===== config.mk =====
export PLATFORM = sky130hd
export DESIGN_NAME = qrs_sqrt_cell
export DESIGN_NICKNAME = d
export VERILOG_FILES = /design/src/rtl/core/qrs_pkg.sv /design/src/rtl/core/qrs_sqrt_cell.sv
export SDC_FILE = /design/constraint.sdc
export NUM_CORES = 1
export LEC_CHECK = 0
export BUFFER_PORTS_ARGS = -buffer_cell sky130_fd_sc_hd__buf_4
export CAP_MARGIN = 30
export CORE_AREA = 2 2 186 188
export CTS_CLUSTER_DIAMETER = 60
export CTS_CLUSTER_SIZE = 28
export DETAILED_ROUTE_END_ITERATION = 12
export DIE_AREA = 0 0 188 190
export GPL_TIMING_DRIVEN = 0
export SYNTH_ARGS = -nofsm -noshare
export SYNTH_HDL_FRONTEND = slang
export SYNTH_SLANG_ARGS = --single-unit

===== constraint.sdc =====
create_clock -name clk -period 0.9 [get_ports clk]
set_input_delay 0.18 -clock clk [delete_from_list [all_inputs] [get_ports clk]]
set_output_delay 0.18 -clock clk [all_outputs]
set_load 0.02 [all_outputs]

===== src/rtl/core/qrs_pkg.sv =====
`timescale 1ns / 1ps

package qrs_pkg;

	localparam int QRS_WORD_BITS = 32;
	localparam int QRS_FRAC_BITS = 16;

	localparam logic [1:0] KIND_NONE = 2'd0;
	localparam logic [1:0] KIND_ONE  = 2'd1;
	localparam logic [1:0] KIND_TWO  = 2'd2;
	localparam logic [1:0] KIND_ANY  = 2'd3;

	// control that rides along with each coefficient set
	typedef struct packed {
		logic       vld;
		logic       quad;
		logic [1:0] kind;
		logic       lo_use;
		logic       hi_use;
		logic       lo_neg;
		logic       hi_neg;
	} qrs_meta_t;

endpackage


===== src/rtl/core/qrs_sqrt_cell.sv =====
`timescale 1ns / 1ps

module qrs_sqrt_cell #(
	parameter int RW = 33,
	parameter int CW = 98
) (
	input  logic                clk,
	input  logic                arst_n,
	input  qrs_pkg::qrs_meta_t  meta_in,
	input  logic [RW+1:0]       rem_in,
	input  logic [RW-1:0]       root_in,
	input  logic [2*RW-1:0]     x_in,
	input  logic [CW-1:0]       carry_in,
	output qrs_pkg::qrs_meta_t  meta_out,
	output logic [RW+1:0]       rem_out,
	output logic [RW-1:0]       root_out,
	output logic [2*RW-1:0]     x_out,
	output logic [CW-1:0]       carry_out
);

	localparam int XW  = 2 * RW;
	localparam int RMW = RW + 2;

	logic [RMW-1:0] rem_sh;
	logic [RMW-1:0] trial;
	logic           ge;

	assign rem_sh = {rem_in[RMW-3:0], x_in[XW-1:XW-2]};
	assign trial  = {root_in, 2'b01};
	assign ge     = (rem_sh >= trial);

	always_ff @(posedge clk or negedge arst_n) begin
		if (!arst_n) begin
			meta_out <= '0;
		end else begin
			meta_out <= meta_in;
		end
	end

	always_ff @(posedge clk) begin
		rem_out   <= ge ? (rem_sh - trial) : rem_sh;
		root_out  <= {root_in[RW-2:0], ge};
		x_out     <= {x_in[XW-3:0], 2'b00};
		carry_out <= carry_in;
	end

endmodule


==> results.txt <==
port bufs: 477
Core Region: 33900 µm²
Synth top cells by count: dfxtp_1, a21oi_1, inv_1, nand2_1, ha_1
Final nets: 1688
slew margin rel.: 65.8%
DRC: 0
Main synth FF type: dfxtp_1
CP cell instances: buf_4 -> inv_1 -> ha_4 -> nand2_1 -> nand2_2 -> o211ai_1 -> o211ai_2 -> a21oi_2 -> o31a_1 -> buf_6 -> inv_8 -> buf_12 -> a31o_4
crit end category: flop
vias in the first global route: 8450
post-synthesis area per instance: 11.6 µm²
Reg clk slew, reported paths: 0.08 ns
Tightest Pin Transition: 0.508 ns
CP max stage cell: o211ai_1
Rows: 68
Tmin final: 1.94 ns
design area: 17200 µm²
synthesized flop and latch total: 238
die width: 188 µm
fraction of registers with async set/reset: 3.36%
Synth Warn #: 0
Die Y: 190 µm
Placement Cell Area: 12000 µm²
Max Cap Viol: 0
Setup crit start kind: input pin
failing checks: setup timing
total grt overflow: 0
Hold Worst Slack: 0.0621 ns
clock buffer count from CTS: 21
Detail Placement HPWL: 23.3 mm
Fillers: 2803
Peak VDD IR: 1.55 mV
Leakage Power: 7.60 nW
clk buf depth: 3
Max FO, Critical Path: 6
Pre-antenna DRT Iters: 4
Worst setup startpoint: root_in[4]
Tcrit/Tclk final: 216%
Post-synth EDFFs: 0
Synth top area share: 62.5%
most frequent cell after synthesis: dfxtp_1
initial antenna violation count: 7
vias per cell: 4.11
sequential area share after synthesis: 65.2%
H-Tree Depth: 1
CTS Sinks: 238
ranking of synthesized cells by area: dfxtp_1, ha_1, a21oi_1
IO Pins: 482
share of layout cells above drive strength 1: 66.0%
worst hold path class: input pin to asynchronous set/reset pin
Synth Instances: 633
routed via count: 7741
GPL Wtd Cong: 0.825
Hold Vio Cnt, Final: 0
Total GRT Usage: 18.6%
Die Area: 35700 µm²
largest net degree at the start of global routing: 23
library cells used by synthesis: 64
status: finished with violations
Required @ worst endpoint: 1.32 ns
PD cells: 1710 nW/µm²
DR iter-0 viols: 210
Core Util, Final: 50.6%
RSZ-0062 raised after global routing: yes
Final WS setup: -1.04 ns
Area Overhead vs Synth: 133%
Root Buffer Master: clkbuf_16
final-report setup violation count: 274
Slew Limit Fails: 0
crit path DAT: 2.36 ns
Initial Util: 21.7%
leading area contributor after synthesis: dfxtp_1
Netlist Area Pre-Place: 7370 µm²
WS Path Type: input pin to flop
drt wl/cell: 18.6 µm
CTS tree: yes
TNS Setup: -92.50 ns
antenna viol nets, final: 0
first-pass GRT wire length: 50.7 mm
Fmax: 515 MHz
biggest cell delay along the critical path: 0.33 ns
WL final: 35.0 mm
Setup crit end: rem_out[21]
[cell usage in the layout, fill, tap and decap left out, drive strengths merged, types with 3 or more instances in the layout]
master / count
a211o: 3
o21ai: 27
diode: 3
and3: 4
dlygate4sd3: 238
nor4: 3
clkinv: 5
xor2: 11
buf: 529
and2: 4
a31oi: 5
clkbuf: 26
and4: 3
nor3: 10
dfxtp: 230
o21bai: 6
dfrtp: 8
inv: 53
o211ai: 5
o31ai: 4
nand2b: 4
nand3: 10
xnor2: 16
nand4: 9
nand2: 36
a21boi: 5
nor2: 33
o21a: 7
a21o: 16
a21oi: 54
ha: 35
[worst min path at each step]
| stage | from | to | slack [ns] | cells past startpoint |
|---|---|---|---|---|
| after floorplan | arst_n | meta_out[0] | -0.12 | 0 |
| after global placement | arst_n | meta_out[0] | 0.02 | 1 |
| after detailed placement | arst_n | meta_out[2] | 0.03 | 1 |
| after CTS | root_in[0] | root_out[1] | -0.25 | 1 |
| after global routing | arst_n | meta_out[0] | 0.04 | 2 |
| final | arst_n | meta_out[7] | 0.06 | 2 |
[area by class of cell]
cell class,instances,area [µm²],area share (%)
plain buffers,12,158,0.918
flip-flops and latches,238,5100,29.7
multi-input cells,336,3090,18.0
clock buffers,23,564,3.29
diodes,3,7.51,0.0437
inverters,44,213,1.24
repair buffers,758,7290,42.5
well taps,455,569,3.32
clock inverters,15,179,1.04
[cells by family after synthesis]
family,count (synthesis),synth area share (%)
mux,1,0.153
xor+xnor,27,3.21
simple gates,124,8.32
fa+ha+maj,35,5.94
compound gates,147,13.3
buf+inv,60,3.84
flops,238,65.2
other cells,1,0.0509
[state kept, by name (all words and copies together) (netlist names)]
signal / flops
rem_out: 35
carry_out: 98
x_out: 64
root_out: 33
meta_out: 8
[worst max-delay path, delay by kind of cell]
kind	cells	cell delay [ns]
AOI/OAI and AO/OA	5	1.23
adders and majority gates	1	0.23
buffers and inverters	5	0.54
and+or+nand+nor	2	0.18
[per-layer routing]
layer / vias up / GRT usage (%) / wire length, µm
met5: - / 0 / 53
met1: 3620 / 19.7 / 12700
li1: 3718 / - / -
met3: 79 / 4.76 / 2280
met2: 316 / 34.9 / 18500
met4: 8 / 7.48 / 1440
[power breakdown]
group / internal (mW) / switching, mW
combinational: 4.29 / 3.63
sequential: 11.5 / 0.396
clock: 4.91 / 4.70
total: 20.7 / 8.73
[per-stage QoR]
step                      setup WS (ns)  std cells  total power, mW
after global placement            -1.88       1566             17.5
after global routing              -1.10       1884             30.6
after floorplan                   -1.16        634             14.7
after detailed placement          -1.90       1566             17.5
final                             -1.04       1884             29.4
after CTS                         -1.06       1874             29.4
[what timing repair did]
action	CTS	global route
gates cloned	2	0
pin swaps	45	21
setup buffers	34	7
resized for setup	558	42
hold endpoints to repair	245	1
setup endpoints to repair	274	274
hold buffers	237	1
(Power assumes the default switching activity.)
