### src/rtl/core/qrs_pkg.sv
`timescale 1ns / 1ps

package qrs_pkg;

	localparam int QRS_WORD_BITS = 32;
	localparam int QRS_FRAC_BITS = 16;

	localparam logic [1:0] KIND_NONE = 2'd0;
	localparam logic [1:0] KIND_ONE  = 2'd1;
	localparam logic [1:0] KIND_TWO  = 2'd2;
	localparam logic [1:0] KIND_ANY  = 2'd3;

	// control that rides along with each coefficient set
	typedef struct packed {
		logic       vld;
		logic       quad;
		logic [1:0] kind;
		logic       lo_use;
		logic       hi_use;
		logic       lo_neg;
		logic       hi_neg;
	} qrs_meta_t;

endpackage

### src/rtl/core/qrs_div_cell.sv
`timescale 1ns / 1ps

module qrs_div_cell #(
	parameter int NW = 50,
	parameter int DV = 33
) (
	input  logic                clk,
	input  logic                arst_n,
	input  qrs_pkg::qrs_meta_t  meta_in,
	input  logic [NW-1:0]       lo_n_in,
	input  logic [DV-1:0]       lo_d_in,
	input  logic [DV:0]         lo_rem_in,
	input  logic [NW-1:0]       lo_q_in,
	input  logic [NW-1:0]       hi_n_in,
	input  logic [DV-1:0]       hi_d_in,
	input  logic [DV:0]         hi_rem_in,
	input  logic [NW-1:0]       hi_q_in,
	output qrs_pkg::qrs_meta_t  meta_out,
	output logic [NW-1:0]       lo_n_out,
	output logic [DV-1:0]       lo_d_out,
	output logic [DV:0]         lo_rem_out,
	output logic [NW-1:0]       lo_q_out,
	output logic [NW-1:0]       hi_n_out,
	output logic [DV-1:0]       hi_d_out,
	output logic [DV:0]         hi_rem_out,
	output logic [NW-1:0]       hi_q_out
);

	logic [DV:0] lo_sh;
	logic [DV:0] hi_sh;
	logic        lo_ge;
	logic        hi_ge;

	assign lo_sh = {lo_rem_in[DV-1:0], lo_n_in[NW-1]};
	assign hi_sh = {hi_rem_in[DV-1:0], hi_n_in[NW-1]};
	assign lo_ge = (lo_sh >= {1'b0, lo_d_in});
	assign hi_ge = (hi_sh >= {1'b0, hi_d_in});

	always_ff @(posedge clk or negedge arst_n) begin
		if (!arst_n) begin
			meta_out <= '0;
		end else begin
			meta_out <= meta_in;
		end
	end

	always_ff @(posedge clk) begin
		lo_rem_out <= lo_ge ? (lo_sh - {1'b0, lo_d_in}) : lo_sh;
		lo_q_out   <= {lo_q_in[NW-2:0], lo_ge};
		lo_n_out   <= {lo_n_in[NW-2:0], 1'b0};
		lo_d_out   <= lo_d_in;
		hi_rem_out <= hi_ge ? (hi_sh - {1'b0, hi_d_in}) : hi_sh;
		hi_q_out   <= {hi_q_in[NW-2:0], hi_ge};
		hi_n_out   <= {hi_n_in[NW-2:0], 1'b0};
		hi_d_out   <= hi_d_in;
	end

endmodule
### config.mk
export PLATFORM = sky130hd
export DESIGN_NAME = qrs_div_cell
export DESIGN_NICKNAME = d
export VERILOG_FILES = /design/src/rtl/core/qrs_pkg.sv /design/src/rtl/core/qrs_div_cell.sv
export SDC_FILE = /design/constraint.sdc
export NUM_CORES = 1
export LEC_CHECK = 0
export BUFFER_PORTS_ARGS = -buffer_cell sky130_fd_sc_hd__buf_2
export CAP_MARGIN = 20
export CORE_AREA = 2 2 271 273
export CTS_BUF_LIST = sky130_fd_sc_hd__clkbuf_8
export CTS_CLUSTER_SIZE = 30
export DETAILED_ROUTE_END_ITERATION = 7
export DIE_AREA = 0 0 273 275
export MAX_ROUTING_LAYER = met4
export PLACE_DENSITY_LB_ADDON = 0.08
export SYNTH_ARGS = -nofsm -noshare
export SYNTH_HDL_FRONTEND = slang
export SYNTH_SLANG_ARGS = --single-unit
### constraint.sdc
create_clock -name clk -period 0.8 [get_ports clk]
set_clock_uncertainty 0.05 [all_clocks]
set_input_delay 0.16 -clock clk [delete_from_list [all_inputs] [get_ports clk]]
set_output_delay 0.16 -clock clk [all_outputs]
set_load 0.02 [all_outputs]
==> impl_metrics.toml <==
[timing]
period_share_pct = 290
finalHoldWorstSlack_ns = -0.418
finalHoldViolations = 5
fmax_mhz = 431
setup_viol = 410
slew_violations = 0
layout_setup_ws_ns = -1.52
setup-tns-final_ns = -255.20
post-route-min-period_ns = 2.32
rsz0062_at_grt = "yes"

[clock_network]
clock-sinks = 340
cts_root_buf = "clkbuf_8"
htreeDepth = 3
cts.clk_slew.worst_paths_ns = 0.05
numCtsBuffers = 70
cts_tree = "built"
clk_path_buf_depth = 3

[layout]
num-fill-cells = 7280
syn_to_final_growth_pct = 135
final_common_cell = "buf_6"
final_cells = 3452
layout.nets = 2836
drive_gt1_share_pct = 65.7
final_cell_mix = "buf_6, dlygate4sd3_1, dfxtp_2, buf_2, buf_4"

[critical_path]
critPathCaptureType = "flop"
crit_arrival_ns = 2.77
worst-setup-path-type = "input port to flop"
crit_slowest_cell = "fa_2"
crit_family = "compound AO/OA/AOI/OAI gates"
cp-start-kind = "input port"
crit_path_start = "lo_n_in[49]"
crit_path_frequent_cell = "buf_12"
crit_buf_inv = 5
cp.required_ns = 1.24
crit_path_cell_trace = "buf_8, inv_12, ha_4, inv_4, fa_2, a211oi_4, o21ai_2, a211o_1, nand4_1, nand2_2, o221ai_4, and2_4, buf_12, buf_12, mux2_4"
cp_max_fo = 6
slowest_delay_ns = 0.40

[outcome]
status = "finished with violations"
violations = "hold timing, setup timing"

[power_and_ir_drop]
ir_drop_v = 0.00129
pwr_density_cell_nw_per_um2 = 1980
p_leak_nw = 13.0

[global_route]
grt_pass1_vias = 14200
grt_usage_pct = 14.3
grt_overflow = 0
grt_use_met3_pct = 4.08
grtUsageMet1_pct = 14.4
grt.busiest_layer = "met2"
grt_max_degree = 11
grt_pass1_wl_um = 79800
antenna_found_initial = 10
grt.met2_usage_pct = 25.9

[floorplanning]
fp.dieArea_um2 = 75100
ioPinCount = 686
initial_utilization_pct = 16.2
die_h_um = 275
rows = 99
core_um2 = 72300
die_x_um = 273

[synthesis]
synth.distinct_cells = 67
synth_top_cell_area_share_pct = 56.6
synth_warnings = 0
yosys-top-cells-area = "dfxtp_1, ha_1, mux2_2"
yosysSeqAreaShare_pct = 58.3
syn-cell-area_um2 = 11800
ys_seq_elements = 340
avgSynthCellArea_um2 = 11.4
yosysTopAreaCell = "dfxtp_1"
ys.flop_type = "dfxtp_1"
synthArstFlopShare_pct = 2.35
synth_cells = 1033
synth_edf_count = 0

[detailed_routing]
vias = 12800
via_per_inst = 3.71
drc = 0
wl_per_cell_um = 15.8
first_pass_iters = 4
drtIter0Drc = 288
wl_um = 54700
drtAntennaViolNets = 0

[worst_hold_path]
hold_end = "hi_d_out[0]"
hold_path.class = "input port to flop"
min_from = "hi_d_in[0]"
hold_depth = 1

[flow_run]
cap_violations = 0

[placement]
gp_congestion = 0.824
dp.cells = 2934
io_buffers = 679
dp_slack_ns = -2.26
dpl.hpwl_um = 41300
-- stage by stage --
| stage | total power, mW | hold slack, ns | utilization (%) | instance area (um2) |
|---|---|---|---|---|
| 3_3_place_gp | 31.0 | -0.0406 | 26.2 | 19000 |
| 4_1_cts | 55.7 | -0.519 | 37.8 | 27300 |
| 3_5_place_dp | 30.9 | -0.0405 | 26.2 | 19000 |
| 5_1_grt | 57.7 | -0.490 | 38.2 | 27600 |
| 2_1_floorplan | 25.3 | -0.186 | - | 12400 |
| 6_report | 54.6 | -0.418 | 38.2 | 27600 |
-- cell type report --
cell class	count	area (um2)	share of cell area (%)
diodes	12	30.0	0.109
clock buffers	86	1180	4.29
clock inverters	43	319	1.16
inverters	88	368	1.33
multi-input cells	576	5420	19.6
flip-flops and latches	340	7260	26.3
well taps	959	1200	4.34
repair buffers	1348	11800	42.8
-- cells in the mapped netlist (all sizes together) (7+ instances only) --
cell    number
a21o        43
a21oi       63
a31oi       14
and3        10
buf         10
clkbuf      20
dfrtp        8
dfxtp      332
ha          66
inv         88
mux2        60
nand2       49
nand3       16
nand4       20
nor2        35
nor3         9
o21ai       31
o21bai       7
xnor2       35
xor2        24
-- how the worst max path moves through the flow --
stage | to | slack [ns] | depth (start not counted)
2_1_floorplan | lo_rem_out[10] | -1.84 | 14
3_3_place_gp | lo_rem_out[3] | -2.18 | 14
3_5_place_dp | lo_rem_out[4] | -2.26 | 14
4_1_cts | lo_rem_out[15] | -1.43 | 16
5_1_grt | lo_rem_out[4] | -1.59 | 15
6_report | lo_rem_out[4] | -1.52 | 15
-- sequential cells by signal, summed over array words and instances (netlist names) --
register	count
hi_q_out	50
lo_rem_out	34
lo_d_out	33
lo_q_out	50
hi_n_out	49
meta_out	8
lo_n_out	49
hi_d_out	33
hi_rem_out	34
-- power breakdown --
group | internal, mW | switching, mW | total [mW]
Clock | 11.1 | 8.33 | 19.5
Combinational | 8.95 | 6.74 | 15.7
Sequential | 18.8 | 0.726 | 19.5
-- timing repair --
action / 4_1_cts / 5_1_grt
gates resized for setup: 1132 / 52
pin swaps: 45 / 37
cloned: 5 / 0
setup endpoints to repair: 410 / 418
hold endpoints to repair: 346 / 16
hold buffers: 333 / 4
setup buffers: 36 / 15
-- cells by family (layout without fill, tap and decap cells) --
logic type	Yosys count	count (layout)	share of synthesized area, %
simple gates	167	167	7.14
fa+ha+maj	68	68	7.37
xor+xnor	59	59	4.40
compound gates	218	218	12.6
flops	340	340	58.3
mux	62	62	5.92
other cells	1	14	0.0319
buf+inv	118	1565	4.27
-- routing by layer --
metal	share of wire, %	routed length (um)
met1	37	20300
met2	53	29200
met3	6.3	3430
met4	3.2	1740
met5	0	0
Power figures use the tool's default switching activity.
